==> config.mk <==
export PLATFORM = sky130hd
export DESIGN_NAME = circular_linked_list_queue_flat
export DESIGN_NICKNAME = d
export VERILOG_FILES = /design/src/rtl/cllq_pkg.sv /design/src/rtl/cllq_req_if.sv /design/src/rtl/cllq_rsp_if.sv /design/src/rtl/cllq_link_ram.sv /design/src/rtl/cllq_ctrl.sv /design/src/rtl/circular_linked_list_queue.sv /design/src/flat_wrapper.sv
export SDC_FILE = /design/constraint.sdc
export NUM_CORES = 1
export LEC_CHECK = 0
export BUFFER_PORTS_ARGS = -buffer_cell sky130_fd_sc_hd__buf_2
export CAP_MARGIN = 30
export CORE_AREA = 2 2 167 292
export DETAILED_ROUTE_END_ITERATION = 12
export DIE_AREA = 0 0 169 294
export PLACE_DENSITY = 0.64
export SYNTH_ARGS = -nofsm -noshare
export SYNTH_HDL_FRONTEND = slang
export SYNTH_SLANG_ARGS = --single-unit
==> constraint.sdc <==
create_clock -name clk -period 12.6 [get_ports clk]
set_input_delay 2.52 -clock clk [delete_from_list [all_inputs] [get_ports clk]]
set_output_delay 2.52 -clock clk [all_outputs]
set_load 0.02 [all_outputs]
==> src/rtl/cllq_pkg.sv <==
// Shared types and constants of the circular linked-list queue.
package cllq_pkg;

    // Fixed widths of the request and result fields
    localparam int TYPE_W = 2;
    localparam int NODE_W = 6;

    // Request codes
    typedef enum logic [TYPE_W-1:0] {
        REQ_INSERT      = 2'd0,
        REQ_REMOVE_HEAD = 2'd1,
        REQ_REMOVE_NODE = 2'd2
    } req_type_t;

    // Sequencer states
    typedef enum logic [2:0] {
        S_IDLE,
        S_INS,
        S_INS2,
        S_RH,
        S_RH2,
        S_WALK,
        S_UNLINK,
        S_HOLD
    } state_t;

    // One result beat
    typedef struct packed {
        logic              found;
        logic [NODE_W-1:0] node;
    } result_t;

endpackage

==> src/rtl/cllq_req_if.sv <==
// Request channel: valid/ready handshake with request type and node number.
interface cllq_req_if;
    logic                         valid;
    logic                         ready;
    logic [cllq_pkg::TYPE_W-1:0]  req_type;
    logic [cllq_pkg::NODE_W-1:0]  node_id;

    modport source (output valid, output req_type, output node_id, input ready);
    modport sink   (input valid, input req_type, input node_id, output ready);
endinterface

==> src/rtl/cllq_rsp_if.sv <==
// Result channel: valid/ready handshake with removal flag and node number.
interface cllq_rsp_if;
    logic                         valid;
    logic                         ready;
    logic                         removed_valid;
    logic [cllq_pkg::NODE_W-1:0]  removed_node;

    modport source (output valid, output removed_valid, output removed_node, input ready);
    modport sink   (input valid, input removed_valid, input removed_node, output ready);
endinterface

==> src/rtl/cllq_link_ram.sv <==
// Next-link memory: one write port, one read port, registered read data.
module cllq_link_ram #(
    parameter int NODES = 64
) (
    input  logic                       clk,
    input  logic                       we,
    input  logic [$clog2(NODES)-1:0]   waddr,
    input  logic [$clog2(NODES)-1:0]   wdata,
    input  logic                       re,
    input  logic [$clog2(NODES)-1:0]   raddr,
    output logic [$clog2(NODES)-1:0]   rdata
);

    localparam int NW = $clog2(NODES);

    logic [NW-1:0] mem [NODES];
    logic [NW-1:0] rdata_reg;

    // Write the link entry
    always_ff @(posedge clk)
    begin
        if (we)
        begin
            mem[waddr] <= wdata;
        end
    end

    // Read the link entry; hold the last read data otherwise
    always_ff @(posedge clk)
    begin
        if (re)
        begin
            rdata_reg <= mem[raddr];
        end
    end

    assign rdata = rdata_reg;

endmodule

==> src/rtl/cllq_ctrl.sv <==
// Sequencer: runs each request as reads and write-backs of the link memory.
module cllq_ctrl #(
    parameter int NODES = 64
) (
    input  logic                          clk,
    input  logic                          rst_n,
    input  logic                          in_valid,
    output logic                          in_ready,
    input  logic [cllq_pkg::TYPE_W-1:0]   in_type,
    input  logic [cllq_pkg::NODE_W-1:0]   in_node,
    output logic                          res_valid,
    input  logic                          res_ready,
    output cllq_pkg::result_t             res,
    output logic                          mem_we,
    output logic [$clog2(NODES)-1:0]      mem_waddr,
    output logic [$clog2(NODES)-1:0]      mem_wdata,
    output logic                          mem_re,
    output logic [$clog2(NODES)-1:0]      mem_raddr,
    input  logic [$clog2(NODES)-1:0]      mem_rdata
);

    localparam int NW = $clog2(NODES);
    localparam int SW = $clog2(NODES);

    cllq_pkg::state_t  state_reg, state_next;
    logic              nonempty_reg, nonempty_next;
    logic [NW-1:0]     tail_reg, tail_next;
    logic [NW-1:0]     node_reg, node_next;
    logic [NW-1:0]     prev_reg, prev_next;
    logic [NW-1:0]     curr_reg, curr_next;
    logic [SW-1:0]     steps_reg, steps_next;
    cllq_pkg::result_t res_reg, res_next;

    logic              accept;
    logic              node_ok;
    logic [NW-1:0]     in_idx;
    logic              hit;
    logic              at_tail;
    logic              last_step;
    logic              head_is_tail;
    logic              fin;
    cllq_pkg::result_t fin_res;
    cllq_pkg::req_type_t req;

    // Decode the request and walk conditions
    always_comb
    begin
        accept       = in_valid && (state_reg == cllq_pkg::S_IDLE);
        node_ok      = 32'(in_node) < 32'(NODES);
        in_idx       = NW'(in_node);
        req          = cllq_pkg::req_type_t'(in_type);
        hit          = mem_rdata == node_reg;
        at_tail      = mem_rdata == tail_reg;
        last_step    = steps_reg == SW'(NODES - 1);
        head_is_tail = mem_rdata == tail_reg;
    end

    // Next state
    always_comb
    begin
        state_next = state_reg;
        unique case (state_reg)
            cllq_pkg::S_IDLE:
            begin
                if (accept)
                begin
                    unique case (req)
                        cllq_pkg::REQ_INSERT:
                        begin
                            if (node_ok && nonempty_reg)
                                state_next = cllq_pkg::S_INS;
                            else if (!res_ready)
                                state_next = cllq_pkg::S_HOLD;
                        end
                        cllq_pkg::REQ_REMOVE_HEAD:
                        begin
                            if (nonempty_reg)
                                state_next = cllq_pkg::S_RH;
                            else if (!res_ready)
                                state_next = cllq_pkg::S_HOLD;
                        end
                        cllq_pkg::REQ_REMOVE_NODE:
                        begin
                            if (nonempty_reg && node_ok)
                                state_next = cllq_pkg::S_WALK;
                            else if (!res_ready)
                                state_next = cllq_pkg::S_HOLD;
                        end
                        default:
                        begin
                            if (!res_ready)
                                state_next = cllq_pkg::S_HOLD;
                        end
                    endcase
                end
            end
            cllq_pkg::S_INS:
                state_next = cllq_pkg::S_INS2;
            cllq_pkg::S_INS2:
                state_next = res_ready ? cllq_pkg::S_IDLE : cllq_pkg::S_HOLD;
            cllq_pkg::S_RH:
            begin
                if (!head_is_tail)
                    state_next = cllq_pkg::S_RH2;
                else
                    state_next = res_ready ? cllq_pkg::S_IDLE : cllq_pkg::S_HOLD;
            end
            cllq_pkg::S_RH2:
                state_next = res_ready ? cllq_pkg::S_IDLE : cllq_pkg::S_HOLD;
            cllq_pkg::S_WALK:
            begin
                if (hit)
                    state_next = cllq_pkg::S_UNLINK;
                else if (at_tail || last_step)
                    state_next = res_ready ? cllq_pkg::S_IDLE : cllq_pkg::S_HOLD;
            end
            cllq_pkg::S_UNLINK:
                state_next = res_ready ? cllq_pkg::S_IDLE : cllq_pkg::S_HOLD;
            cllq_pkg::S_HOLD:
            begin
                if (res_ready)
                    state_next = cllq_pkg::S_IDLE;
            end
            default:
                state_next = cllq_pkg::S_IDLE;
        endcase
    end

    // Memory accesses, list updates and result
    always_comb
    begin
        nonempty_next = nonempty_reg;
        tail_next     = tail_reg;
        node_next     = node_reg;
        prev_next     = prev_reg;
        curr_next     = curr_reg;
        steps_next    = steps_reg;
        mem_we        = 1'b0;
        mem_waddr     = tail_reg;
        mem_wdata     = node_reg;
        mem_re        = 1'b0;
        mem_raddr     = tail_reg;
        fin           = 1'b0;
        fin_res       = '0;
        in_ready      = state_reg == cllq_pkg::S_IDLE;

        unique case (state_reg)
            cllq_pkg::S_IDLE:
            begin
                if (accept)
                begin
                    node_next  = in_idx;
                    prev_next  = tail_reg;
                    steps_next = '0;
                    unique case (req)
                        cllq_pkg::REQ_INSERT:
                        begin
                            if (!node_ok)
                            begin
                                fin = 1'b1;
                            end
                            else if (!nonempty_reg)
                            begin
                                // First node links to itself
                                mem_we        = 1'b1;
                                mem_waddr     = in_idx;
                                mem_wdata     = in_idx;
                                tail_next     = in_idx;
                                nonempty_next = 1'b1;
                                fin           = 1'b1;
                            end
                            else
                            begin
                                mem_re = 1'b1;
                            end
                        end
                        cllq_pkg::REQ_REMOVE_HEAD:
                        begin
                            if (nonempty_reg)
                                mem_re = 1'b1;
                            else
                                fin = 1'b1;
                        end
                        cllq_pkg::REQ_REMOVE_NODE:
                        begin
                            if (nonempty_reg && node_ok)
                                mem_re = 1'b1;
                            else
                                fin = 1'b1;
                        end
                        default:
                            fin = 1'b1;
                    endcase
                end
            end
            cllq_pkg::S_INS:
            begin
                // New node takes over the old head link
                mem_we    = 1'b1;
                mem_waddr = node_reg;
                mem_wdata = mem_rdata;
            end
            cllq_pkg::S_INS2:
            begin
                // Old tail points at the new node, which becomes the tail
                mem_we    = 1'b1;
                mem_waddr = tail_reg;
                mem_wdata = node_reg;
                tail_next = node_reg;
                fin       = 1'b1;
            end
            cllq_pkg::S_RH:
            begin
                curr_next = mem_rdata;
                if (head_is_tail)
                begin
                    nonempty_next = 1'b0;
                    fin           = 1'b1;
                    fin_res.found = 1'b1;
                    fin_res.node  = cllq_pkg::NODE_W'(mem_rdata);
                end
                else
                begin
                    mem_re    = 1'b1;
                    mem_raddr = mem_rdata;
                end
            end
            cllq_pkg::S_RH2:
            begin
                // Tail skips the removed head
                mem_we        = 1'b1;
                mem_waddr     = tail_reg;
                mem_wdata     = mem_rdata;
                fin           = 1'b1;
                fin_res.found = 1'b1;
                fin_res.node  = cllq_pkg::NODE_W'(curr_reg);
            end
            cllq_pkg::S_WALK:
            begin
                if (hit)
                begin
                    curr_next = mem_rdata;
                    mem_re    = 1'b1;
                    mem_raddr = mem_rdata;
                end
                else if (at_tail || last_step)
                begin
                    fin = 1'b1;
                end
                else
                begin
                    // Advance one link
                    prev_next  = mem_rdata;
                    steps_next = steps_reg + SW'(1);
                    mem_re     = 1'b1;
                    mem_raddr  = mem_rdata;
                end
            end
            cllq_pkg::S_UNLINK:
            begin
                // Predecessor skips the found node; pull the tail back if needed
                mem_we    = 1'b1;
                mem_waddr = prev_reg;
                mem_wdata = mem_rdata;
                if (curr_reg == tail_reg)
                begin
                    if (prev_reg == tail_reg)
                        nonempty_next = 1'b0;
                    else
                        tail_next = prev_reg;
                end
                fin           = 1'b1;
                fin_res.found = 1'b1;
                fin_res.node  = cllq_pkg::NODE_W'(curr_reg);
            end
            cllq_pkg::S_HOLD:
            begin
            end
            default:
            begin
            end
        endcase

        res_valid = fin || (state_reg == cllq_pkg::S_HOLD);
        res       = (state_reg == cllq_pkg::S_HOLD) ? res_reg : fin_res;
        res_next  = fin ? fin_res : res_reg;
    end

    // Control registers
    always_ff @(posedge clk or negedge rst_n)
    begin
        if (!rst_n)
        begin
            state_reg    <= cllq_pkg::S_IDLE;
            nonempty_reg <= 1'b0;
            tail_reg     <= '0;
        end
        else
        begin
            state_reg    <= state_next;
            nonempty_reg <= nonempty_next;
            tail_reg     <= tail_next;
        end
    end

    // Working registers
    always_ff @(posedge clk)
    begin
        node_reg  <= node_next;
        prev_reg  <= prev_next;
        curr_reg  <= curr_next;
        steps_reg <= steps_next;
        res_reg   <= res_next;
    end

endmodule

==> src/rtl/circular_linked_list_queue.sv <==
// Circular linked-list queue: sequencer over a next-link memory, registered result.
// Throughput: one request at a time, taken the cycle after the last one finishes in the
//   sequencer; a waiting result blocks the next request.
// Reset: list empty, tail 0; the link memory is not cleared and needs no sweep.
module circular_linked_list_queue #(
    parameter int NODES = 64
) (
    input  logic       clk,
    input  logic       rst_n,
    cllq_req_if.sink   req,
    cllq_rsp_if.source rsp
);

    localparam int NW = $clog2(NODES);

    logic              res_valid;
    logic              res_ready;
    cllq_pkg::result_t res;
    logic              mem_we;
    logic [NW-1:0]     mem_waddr;
    logic [NW-1:0]     mem_wdata;
    logic              mem_re;
    logic [NW-1:0]     mem_raddr;
    logic [NW-1:0]     mem_rdata;

    logic              out_valid_reg, out_valid_next;
    cllq_pkg::result_t out_res_reg, out_res_next;

    cllq_ctrl #(
        .NODES (NODES)
    ) u_ctrl (
        .clk       (clk),
        .rst_n     (rst_n),
        .in_valid  (req.valid),
        .in_ready  (req.ready),
        .in_type   (req.req_type),
        .in_node   (req.node_id),
        .res_valid (res_valid),
        .res_ready (res_ready),
        .res       (res),
        .mem_we    (mem_we),
        .mem_waddr (mem_waddr),
        .mem_wdata (mem_wdata),
        .mem_re    (mem_re),
        .mem_raddr (mem_raddr),
        .mem_rdata (mem_rdata)
    );

    cllq_link_ram #(
        .NODES (NODES)
    ) u_link_ram (
        .clk   (clk),
        .we    (mem_we),
        .waddr (mem_waddr),
        .wdata (mem_wdata),
        .re    (mem_re),
        .raddr (mem_raddr),
        .rdata (mem_rdata)
    );

    // Load a result beat when the register is free or being drained
    always_comb
    begin
        res_ready      = !out_valid_reg || rsp.ready;
        out_valid_next = out_valid_reg;
        out_res_next   = out_res_reg;
        if (res_valid && res_ready)
        begin
            out_valid_next = 1'b1;
            out_res_next   = res;
        end
        else if (rsp.ready)
        begin
            out_valid_next = 1'b0;
        end
    end

    always_ff @(posedge clk or negedge rst_n)
    begin
        if (!rst_n)
        begin
            out_valid_reg <= 1'b0;
        end
        else
        begin
            out_valid_reg <= out_valid_next;
        end
    end

    always_ff @(posedge clk)
    begin
        out_res_reg <= out_res_next;
    end

    assign rsp.valid         = out_valid_reg;
    assign rsp.removed_valid = out_res_reg.found;
    assign rsp.removed_node  = out_res_reg.node;

endmodule

==> src/flat_wrapper.sv <==
// flat-port wrapper written by rule: the top's interface ports become plain ports
module circular_linked_list_queue_flat 
#(
    parameter int NODES = 64
)
  (clk, rst_n, req_valid, req_req_type, req_node_id, req_ready, rsp_valid, rsp_removed_valid, rsp_removed_node, rsp_ready);
  cllq_req_if req_i ();
  cllq_rsp_if rsp_i ();
  input  logic clk;
  input  logic rst_n;
  input wire logic [$bits(req_i.valid)-1:0] req_valid;
  input wire logic [$bits(req_i.req_type)-1:0] req_req_type;
  input wire logic [$bits(req_i.node_id)-1:0] req_node_id;
  output wire logic [$bits(req_i.ready)-1:0] req_ready;
  output wire logic [$bits(rsp_i.valid)-1:0] rsp_valid;
  output wire logic [$bits(rsp_i.removed_valid)-1:0] rsp_removed_valid;
  output wire logic [$bits(rsp_i.removed_node)-1:0] rsp_removed_node;
  input wire logic [$bits(rsp_i.ready)-1:0] rsp_ready;
  assign req_i.valid = req_valid;
  assign req_i.req_type = req_req_type;
  assign req_i.node_id = req_node_id;
  assign req_ready = req_i.ready;
  assign rsp_valid = rsp_i.valid;
  assign rsp_removed_valid = rsp_i.removed_valid;
  assign rsp_removed_node = rsp_i.removed_node;
  assign rsp_i.ready = rsp_ready;
  circular_linked_list_queue #(.NODES(NODES)) u_core (.clk(clk), .rst_n(rst_n), .req(req_i), .rsp(rsp_i));
endmodule
==> results of run 1 <==
-- cells by family (layout without fill, tap and decap cells) --
| kind of cell | after synthesis | after routing |
|---|---|---|
| XOR/XNOR | 27 | 27 |
| AO/OA/AOI/OAI | 222 | 222 |
| buffers and inverters | 83 | 110 |
| adder cells (fa/ha/maj) | 1 | 1 |
| flip-flops | 439 | 439 |
| AND/OR/NAND/NOR | 521 | 521 |
| multiplexers | 97 | 97 |
-- metrics by stage --
stage               worst slack [ns]  hold WS (ns)  area [um2]  cells  total power, mW
detailed placement              6.65         0.507       19400   1944             4.95
CTS                             7.10         0.523       20600   2011             6.11
floorplan                       6.08         0.421       18700   1390             4.01
finish                          6.84         0.518       20600   2011             6.12
global route                    6.53         0.548       20600   2011             6.38
global placement                6.76         0.502       19300   1939             4.90
-- final timing paths --
| check | from | end | slack, ns | depth (start not counted) |
|---|---|---|---|---|
| min | u_core.u_ctrl.res_reg[2]$_DFFE_PP_ | u_core.rsp.removed_node[2]$_DFFE_PP_ | 0.52 | 1 |
| max in group asynchronous | rst_n | u_core.u_ctrl.tail_reg[1]$_DFFE_PN0P_ | 10.51 | 1 |
| min reg2reg | u_core.u_ctrl.res_reg[2]$_DFFE_PP_ | u_core.rsp.removed_node[2]$_DFFE_PP_ | 0.52 | 1 |
| max reg2reg | u_core.u_ctrl.state_reg[2]$_DFFE_PN0P_ | u_core.u_link_ram.rdata[1]$_DFFE_PP_ | 6.84 | 10 |
| min in group asynchronous | rst_n | u_core.u_ctrl.state_reg[2]$_DFFE_PN0P_ | 1.85 | 1 |
| max | u_core.u_ctrl.state_reg[2]$_DFFE_PN0P_ | u_core.u_link_ram.rdata[1]$_DFFE_PP_ | 6.84 | 10 |
-- power breakdown --
part	internal [mW]	total, mW	switching (mW)
Clock	0.644	1.16	0.519
Sequential	2.19	2.35	0.161
Combinational	0.709	2.61	1.90
Total	3.54	6.12	2.58
-- Yosys cell counts (all sizes together), types with 13 or more instances --
| cell type | number | area [um2] |
|---|---|---|
| nand3 | 84 | 420 |
| buf | 36 | 239 |
| o21ai | 29 | 149 |
| xor2 | 15 | 131 |
| a21oi | 67 | 339 |
| nor2 | 96 | 360 |
| edfxtp | 428 | 12900 |
| mux2i | 76 | 786 |
| nor2b | 13 | 81.3 |
| clkbuf | 42 | 158 |
| nand2 | 269 | 1010 |
| a221oi | 22 | 193 |
| mux2 | 15 | 176 |
| nand2b | 17 | 106 |
-- area by class of cell --
cell class | count | area, um2 | share of cell area (%)
multi-input cells | 868 | 5260 | 25.5
clock inverters | 24 | 255 | 1.24
repair buffers | 38 | 255 | 1.24
well taps | 594 | 743 | 3.60
clock buffers | 43 | 970 | 4.70
inverters | 5 | 18.8 | 0.0910
flip-flops and latches | 439 | 13100 | 63.6
-- cell usage in the layout, fill, tap and decap left out, types with 12 or more instances in the layout --
master,n
nor2_1,96
nor2b_1,13
edfxtp_1,428
xnor2_1,12
nand2b_1,17
nand3_1,84
xor2_1,15
mux2_2,13
a41o_1,12
a32oi_1,12
mux2i_1,73
buf_2,20
o22ai_1,12
o21ai_0,21
nand2_1,269
buf_4,17
clkbuf_16,38
a221oi_1,22
a21oi_1,66
-- routing by layer --
layer,vias to the layer above,wire length [um]
met3,166,2420
met4,0,3700
met5,-,0
li1,5218,-
met1,5746,16900
met2,507,26100
==> flow_metrics.env, run 1 <==
export IMPL_status="completed"
export IMPL_max_freq_ghz=0.174
export IMPL_critPathSlowestCell="a211oi_1"
export IMPL_cts_resized=0
export IMPL_top_usage_layer="met2"
export IMPL_drive_gt1_share_pct=10.5
export IMPL_finalSetupViolCount=0
export IMPL_critical_path_arrival_ns=6.16
export IMPL_ys_seq_area_share_pct=70.2
export IMPL_cp_top_family="compound AO/OA/AOI/OAI gates"
export IMPL_critPathBufInv=1
export IMPL_dieHeight_um=294
export IMPL_synthMuxAreaShare_pct=5.87
export IMPL_nets=1403
export IMPL_ys_seq_elements=439
export IMPL_yosys_area_share_simple_pct=12.1
export IMPL_hold_viol_final=0
export IMPL_synthAdderAreaFrac_pct=0.0669
export IMPL_grtUsageMet3_pct=2.58
export IMPL_vdd_drop_max_mv=0.259
export IMPL_worstSetupPathType="flop to flop"
export IMPL_cts_tree="yes"
export IMPL_clock_path_buffers=3
export IMPL_crit_path_max_incr_delay_ns=0.85
export IMPL_first_global_vias=11800
export IMPL_track_usage_pct=19.6
export IMPL_final_max_slew_viol_count=0
export IMPL_use_met1_pct=19.9
export IMPL_synth_xor_area_share_pct=1.26
export IMPL_wl_per_cell_um=24.4
export IMPL_htreeDepth=2
export IMPL_vias=11600
export IMPL_post_route_min_period_ns=5.76
export IMPL_nFillCells=4240
export IMPL_rows=106
export IMPL_largest_reg_flops=384
export IMPL_cts_sinks=439
export IMPL_post_cts_buffers=0
export IMPL_start_kind="flop"
export IMPL_ys_warn_count=0
export IMPL_port_buffer_count=20
export IMPL_hpwl_mm=32.3
export IMPL_die_w_um=169
export IMPL_drcViolationCount=0
export IMPL_syn_avg_cell_area_um2=13.5
export IMPL_viasPerCell=5.79
export IMPL_ios=21
export IMPL_fin_util_pct=43.4
export IMPL_area_delta_synth_final_pct=10.3
export IMPL_start_util_pct=39.4
export IMPL_synth_top_family_by_area="simple AND/OR/NAND/NOR gates"
export IMPL_cts_hold_buf=0
export IMPL_yosysUniqueCellTypes=59
export IMPL_rsz0062_at_grt="false"
export IMPL_synthArstFlopShare_pct=2.51
export IMPL_maxCapViolations=0
export IMPL_diodes=0
export IMPL_postRouteAntennaNets=0
export IMPL_setup_tns_ns=0
export IMPL_fin_crit_sh_pct=45.7
export IMPL_path_cells="nor2b_1 > nand2_1 > o221a_4 > mux2_8 > buf_4 > a21oi_1 > a221oi_1 > nor4_1 > a211oi_1 > a41o_1"
export IMPL_clk_latency_ns=0.55
export IMPL_path_clk_slew_ns=0.07
export IMPL_powerDensity_nw_per_um2=297
export IMPL_p_leak_nw=6.94
export IMPL_gp_congestion=0.940
export IMPL_grt_max_degree=91
export IMPL_min_delay_path_class="flop to flop"
export IMPL_synth_edf_count=428
export IMPL_skew_ns=0.0167
export IMPL_core_um2=47500
export IMPL_drt_initial_drc_count=1019
export IMPL_worstPathRequired_ns=13.00
export IMPL_syn_instance_count=1390
export IMPL_syn_num_nets=1403
export IMPL_synth_flop_cell="edfxtp_1"
export IMPL_grt_antenna_before_repair=0
export IMPL_path_max_fanout=88
export IMPL_numCtsBuffers=38
export IMPL_grt_pass1_wl_mm=72.0
export IMPL_dr_pass1_iters=6
export IMPL_syn_cell_area_um2=18700
export IMPL_cts_root_buf="clkbuf_16"
export IMPL_met2_usage_pct=36.8
export IMPL_grt_overflow_total=0
export IMPL_worst_pin_slew_ns=1.02
export IMPL_end_kind="flop"
export IMPL_slew_headroom_pct=31.6
export IMPL_routed_wl_mm=49.1
export IMPL_synth_compound_area_share_pct=8.30
export IMPL_die_area_um2=49700
Note: power is estimated with default switching activity, not from simulation.
==> inputs of run 2 (changes only) <==
ABC_AREA = 1   (was not set)
CORE_AREA = 2 2 174 304   (was 2 2 167 292)
DIE_AREA = 0 0 176 306   (was 0 0 169 294)
clock period = 5.9 ns   (was 12.6 ns; I/O delays follow)
==> run 2 against run 1 <==
Net effect: via count up 22%; area after synthesis increased by 9.2%; sequential share of layout area is 5.1 points lower; clock-buffer cell count rose by 7; synthesized cell count up 42%; utilization is 0.27 points higher; register-to-register slack got worse by 5.7 ns; critical path depth grew 7; wire length grew 12%; maximum frequency grew 22%.
==> flow_metrics.env, run 2 <==
export IMPL_nFillCells=4774
export IMPL_path_max_fanout=97
export IMPL_htreeDepth=2
export IMPL_synth_flop_cell="edfxtp_1"
export IMPL_min_delay_path_class="primary input to async pin"
export IMPL_die_area_um2=53900
export IMPL_gp_congestion=0.967
export IMPL_post_route_min_period_ns=4.73
export IMPL_numCtsBuffers=38
export IMPL_syn_cell_area_um2=20400
export IMPL_worstSetupPathType="flop to flop"
export IMPL_synth_area_leaders="edfxtp_1, nand3_1, nand2_1"
export IMPL_yosysUniqueCellTypes=46
export IMPL_synth_edf_count=428
export IMPL_drive_gt1_share_pct=6.69
export IMPL_mostFrequentLayoutCells="edfxtp_1, nand3_1, nand2_1, inv_1, nand3b_1"
export IMPL_path_clk_slew_ns=0.07
export IMPL_grt_overflow_total=0
export IMPL_hpwl_mm=35.8
export IMPL_cts_tree="yes"
export IMPL_crit_path_frequent_cell="nand2_1"
export IMPL_area_delta_synth_final_pct=9.91
export IMPL_fin_crit_sh_pct=80.1
export IMPL_start_util_pct=39.8
export IMPL_setup_tns_ns=0
export IMPL_hold_viol_final=0
export IMPL_critical_path_arrival_ns=5.04
export IMPL_core_um2=51300
export IMPL_skew_ns=0.0144
export IMPL_routed_wl_mm=55.1
export IMPL_grt_antenna_before_repair=0
export IMPL_die_w_um=176
export IMPL_final_max_slew_viol_count=0
export IMPL_post_cts_buffers=0
export IMPL_diodes=0
export IMPL_drcViolationCount=0
export IMPL_syn_num_nets=1982
export IMPL_rr_endpoint="u_core.u_link_ram.rdata[0]$_DFFE_PP_"
export IMPL_wl_per_cell_um=20.8
export IMPL_rrSetupSlack_ns=1.17
export IMPL_ios=21
export IMPL_viasPerCell=5.37
export IMPL_r2r_start="u_core.u_link_ram.rdata[0]$_DFFE_PP_"
export IMPL_syn_avg_cell_area_um2=10.4
export IMPL_cts_resized=0
export IMPL_status="completed"
export IMPL_slew_headroom_pct=28.8
export IMPL_synth_top_area_share_pct=62.9
export IMPL_track_usage_pct=20.5
export IMPL_cts_sinks=439
export IMPL_grt_max_degree=188
export IMPL_post_synth_top_count_cell="edfxtp_1"
export IMPL_crit_path_max_incr_delay_ns=0.86
export IMPL_maxCapViolations=0
export IMPL_worst_pin_slew_ns=1.07
export IMPL_finalSetupViolCount=0
export IMPL_port_buffer_count=20
export IMPL_synthArstFlopShare_pct=2.51
export IMPL_postRouteAntennaNets=0
export IMPL_r2r_cells=17
export IMPL_critPathSlowestCell="buf_4"
export IMPL_mostFrequentLayoutCell="edfxtp_1"
export IMPL_seqCellArea_um2=13100
export IMPL_largest_reg_flops=384
export IMPL_syn_instance_count=1969
export IMPL_rsz0062_at_grt="false"
export IMPL_nets=1960
export IMPL_max_freq_ghz=0.212
export IMPL_clk_latency_ns=0.55
export IMPL_synth_common_cells="edfxtp_1, nand3_1, nand2_1"
export IMPL_vias=14200
export IMPL_drt_initial_drc_count=1408
export IMPL_ys_seq_elements=439
export IMPL_rows=110
export IMPL_clock_path_buffers=3
export IMPL_worstPathRequired_ns=6.21
export IMPL_path_cells="inv_1 > nand2_1 > nand2_1 > nand2_1 > nor2_1 > a21oi_1 > nand2_1 > nand2_1 > nand2_8 > buf_4 > nand3b_1 > nand3_1 > nand3_1 > nand3_1 > nand3_1 > nand3_1 > nand2_1"
export IMPL_cts_root_buf="clkbuf_16"
export IMPL_synth_top_cell_by_area="edfxtp_1"
export IMPL_end_kind="flop"
export IMPL_grt_pass1_wl_mm=83.2
export IMPL_first_global_vias=14400
export IMPL_cts_hold_buf=0
export IMPL_multi_input_area_um2=5950
export IMPL_start_kind="flop"
export IMPL_crit_start="u_core.u_link_ram.rdata[0]$_DFFE_PP_"
export IMPL_dieHeight_um=306
export IMPL_ys_seq_area_share_pct=64.3
export IMPL_dr_pass1_iters=8
export IMPL_ys_warn_count=0
run 2: cell families (layout without fill, tap and decap cells):
kind of cell    after synthesis  after routing  synth area share (%)
flops                       439            439                  64.3
compound gates              103            103                  3.09
simple gates               1050           1050                  25.2
fa+ha+maj                     1              1                0.0613
xor+xnor                      5              5                 0.215
buf+inv                     371            376                  7.18
run 2: worst max-delay path by stage:
| stage | end | cells past startpoint |
|---|---|---|
| after global routing | u_core.u_link_ram.rdata[3]$_DFFE_PP_ | 17 |
| after global placement | u_core.u_link_ram.mem[20][0]$_DFFE_PP_ | 11 |
| final | u_core.u_link_ram.rdata[0]$_DFFE_PP_ | 17 |
| after CTS | u_core.u_link_ram.rdata[5]$_DFFE_PP_ | 18 |
| after detailed placement | u_core.u_link_ram.mem[55][5]$_DFFE_PP_ | 11 |
| after floorplan | u_core.u_link_ram.mem[0][0]$_DFFE_PP_ | 8 |
run 2: layout make-up:
class / instances / share of cell area, %
inverter: 268 / 4.48
timing repair buffer: 41 / 1.44
clock inverter: 17 / 0.619
sequential: 439 / 58.5
clock buffer: 50 / 4.72
multi-input combinational: 1159 / 26.5
tap: 672 / 3.75
run 2: routing by layer:
metal | GRT usage [%] | wire length [um] | up-vias
met3 | 2.39 | 2530 | 187
met1 | 21.6 | 19600 | 6802
met5 | 0 | 0 | -
met4 | 14.2 | 4280 | 0
li1 | - | - | 6696
met2 | 37.6 | 28700 | 525
run 2: through the flow:
stage               hold WS [ns]  setup WS [ns]  instances  area (um2)  utilization (%)
finish                     0.515           1.17       2646       22400             43.7
global route               0.526          0.903       2646       22400             43.7
CTS                        0.513           1.30       2645       22400             43.7
detailed placement         0.512           1.25       2578       21200             41.3
global placement           0.505           1.31       2577       21200             41.3
floorplan                  0.494          0.811       1969       20400                -
run 2: critical path, delay by kind of cell, from the launching register on:
kind            cells  cell delay, ns
simple gates       14            2.46
buf+inv             2            1.17
flops               1            0.55
compound gates      1            0.16
Power of run 2 is not shown: default switching activity piles up to over one toggle a cycle in this logic, so the estimate is an artifact.
==> inputs of run 3 (changes only) <==
PLACE_DENSITY = 0.66   (was 0.64)
clock period = 4 ns   (was 5.9 ns; I/O delays follow)
==> run 3 against run 2 <==
Net effect: die area stayed put; first-iteration DRC count grew 0.71%; register-to-register slack lost 0.89 ns.
==> flow_metrics.env, run 3 (synthesized netlist as in run 2, its figures left out) <==
export IMPL_status="completed"
export IMPL_core_um2=51300
export IMPL_largest_reg_flops=384
export IMPL_rrSetupSlack_ns=0.29
export IMPL_critPathSlowestCell="nor2_2"
export IMPL_nFillCells=4657
export IMPL_rr_endpoint="u_core.u_link_ram.mem[34][2]$_DFFE_PP_"
export IMPL_die_w_um=176
export IMPL_clk_latency_ns=0.55
export IMPL_path_cells="nor2_1 > nand2_2 > nor2_4 > nand2_1 > nor2_2 > buf_4 > nand2_1 > o21ai_0 > nand2_1 > a22oi_2 > inv_1 > nor2_1 > nand3_1 > nor2_2 > buf_4"
export IMPL_critical_path_arrival_ns=3.97
export IMPL_critPathBufInv=3
export IMPL_post_route_min_period_ns=3.71
export IMPL_dr_wl_met2_mm=31.5
export IMPL_crit_path_max_incr_delay_ns=0.50
export IMPL_drt_initial_drc_count=1418
export IMPL_area_delta_synth_final_pct=13.8
export IMPL_grt_antenna_before_repair=0
export IMPL_viasPerCell=5.46
export IMPL_routed_wl_mm=58.7
export IMPL_dr_pass1_iters=5
export IMPL_worstPathRequired_ns=4.26
export IMPL_first_global_vias=14900
export IMPL_drive_gt1_share_pct=9.96
export IMPL_grt_overflow_total=0
export IMPL_grt_pass1_wl_mm=87.8
export IMPL_drt_met1_wl_mm=19.3
export IMPL_dr_max_layer_used="met4"
export IMPL_die_area_um2=53900
export IMPL_path_max_fanout=10
export IMPL_diodes=0
export IMPL_cts_sinks=439
export IMPL_dr_wl_met3_mm=3.32
export IMPL_min_delay_path_class="primary input to async pin"
export IMPL_seqCellArea_um2=13100
export IMPL_finalSetupViolCount=0
export IMPL_max_freq_ghz=0.269
export IMPL_dieHeight_um=306
export IMPL_start_util_pct=39.8
export IMPL_cts_tree="yes"
export IMPL_multi_input_area_um2=5950
export IMPL_hold_viol_final=0
export IMPL_hpwl_mm=39.1
export IMPL_cts_hold_buf=0
export IMPL_mostFrequentLayoutCell="edfxtp_1"
export IMPL_fin_crit_sh_pct=92.8
export IMPL_gp_congestion=0.967
export IMPL_worstSetupPathType="flop to flop"
export IMPL_path_clk_slew_ns=0.07
export IMPL_cts_root_buf="clkbuf_16"
export IMPL_nets=2024
export IMPL_vias=14800
export IMPL_ios=21
export IMPL_end_kind="flop"
export IMPL_r2r_cells=15
export IMPL_mostFrequentLayoutCells="edfxtp_1, nand3_1, nand2_1, inv_1, nand3b_1"
export IMPL_htreeDepth=2
export IMPL_worst_pin_slew_ns=0.867
export IMPL_grt_max_degree=132
export IMPL_final_max_slew_viol_count=0
export IMPL_start_kind="flop"
export IMPL_clock_path_buffers=3
export IMPL_rsz0062_at_grt="false"
export IMPL_r2r_start="u_core.u_ctrl.state_reg[2]$_DFFE_PN0P_"
export IMPL_maxCapViolations=0
export IMPL_hold_ws_ns=0.134
export IMPL_postRouteAntennaNets=0
export IMPL_numCtsBuffers=40
export IMPL_crit_path_frequent_cell="nand2_1"
export IMPL_track_usage_pct=21.8
export IMPL_wl_per_cell_um=21.7
export IMPL_slew_headroom_pct=42.2
export IMPL_cp_top_family="simple AND/OR/NAND/NOR gates"
export IMPL_crit_start="u_core.u_ctrl.state_reg[2]$_DFFE_PN0P_"
export IMPL_rows=110
export IMPL_drcViolationCount=0
export IMPL_endpoint="u_core.u_link_ram.mem[34][2]$_DFFE_PP_"
export IMPL_cp_depth=15
export IMPL_skew_ns=0.0134
export IMPL_port_buffer_count=20
==> run 3: changes by cell type in the layout (fill, tap and decap cells not counted), sizes merged <==
cell    before  now
buf         41  103
clkinv      12   14
bufinv       2    6
inv        269  268
clkbuf      50   48
==> run 3: final cells by class <==
type | instances | area share [%]
repair buffers | 103 | 4.17
flip-flops and latches | 439 | 56.5
multi-input cells | 1159 | 25.6
inverters | 268 | 4.33
clock inverters | 22 | 1.18
well taps | 672 | 3.62
clock buffers | 48 | 4.62
==> run 3: worst register-to-register path, cell delays in order, from the launching register on <==
cell and delay, ns:
dfrtp_1 0.48, nor2_1 0.23, nand2_2 0.10, nor2_4 0.10
nand2_1 0.10, nor2_2 0.36, buf_4 0.22, nand2_1 0.06
o21ai_0 0.11, nand2_1 0.09, a22oi_2 0.24, inv_1 0.09
nor2_1 0.13, nand3_1 0.37, nor2_2 0.50, buf_4 0.24
==> run 3: repair_timing <==
item,in CTS,in global routing
setup endpoints to repair,0,6
setup buffers,0,0
hold endpoints to repair,0,0
gates resized for setup,0,1
==> run 3: worst min-delay path by stage <==
stage                                                   from                                      to  slack, ns  cells past startpoint
after floorplan           u_core.u_ctrl.res_reg[6]$_DFFE_PP_      u_core.rsp.removed_valid$_DFFE_PP_       0.49                      2
after global placement    u_core.u_ctrl.res_reg[1]$_DFFE_PP_    u_core.rsp.removed_node[1]$_DFFE_PP_       0.51                      1
after detailed placement  u_core.u_ctrl.res_reg[5]$_DFFE_PP_    u_core.rsp.removed_node[5]$_DFFE_PP_       0.51                      1
after CTS                                              rst_n   u_core.u_ctrl.tail_reg[5]$_DFFE_PN0P_       0.13                      1
after global routing                                   rst_n  u_core.u_ctrl.state_reg[1]$_DFFE_PN0P_       0.14                      1
final                                                  rst_n  u_core.u_ctrl.state_reg[1]$_DFFE_PN0P_       0.13                      1
==> run 3: metal layers <==
metal / track usage, % / up-vias
li1: - / 6822
met1: 21.9 / 7132
met2: 40.9 / 643
met3: 2.60 / 207
met4: 15.8 / 0
met5: 0 / -
==> run 3: through the flow <==
step | worst slack [ns] | util [%] | cell area (um2) | TNS (ns) | cells
3_3_place_gp | 0.198 | 42.6 | 21900 | 0 | 2638
6_report | 0.287 | 45.3 | 23200 | 0 | 2711
5_1_grt | 0.0408 | 45.3 | 23200 | 0 | 2711
4_1_cts | 0.370 | 45.3 | 23200 | 0 | 2710
3_5_place_dp | 0.217 | 42.6 | 21900 | 0 | 2640
2_1_floorplan | -0.709 | - | 20400 | -272.22 | 1969
Power of run 3 is left out for the same reason.
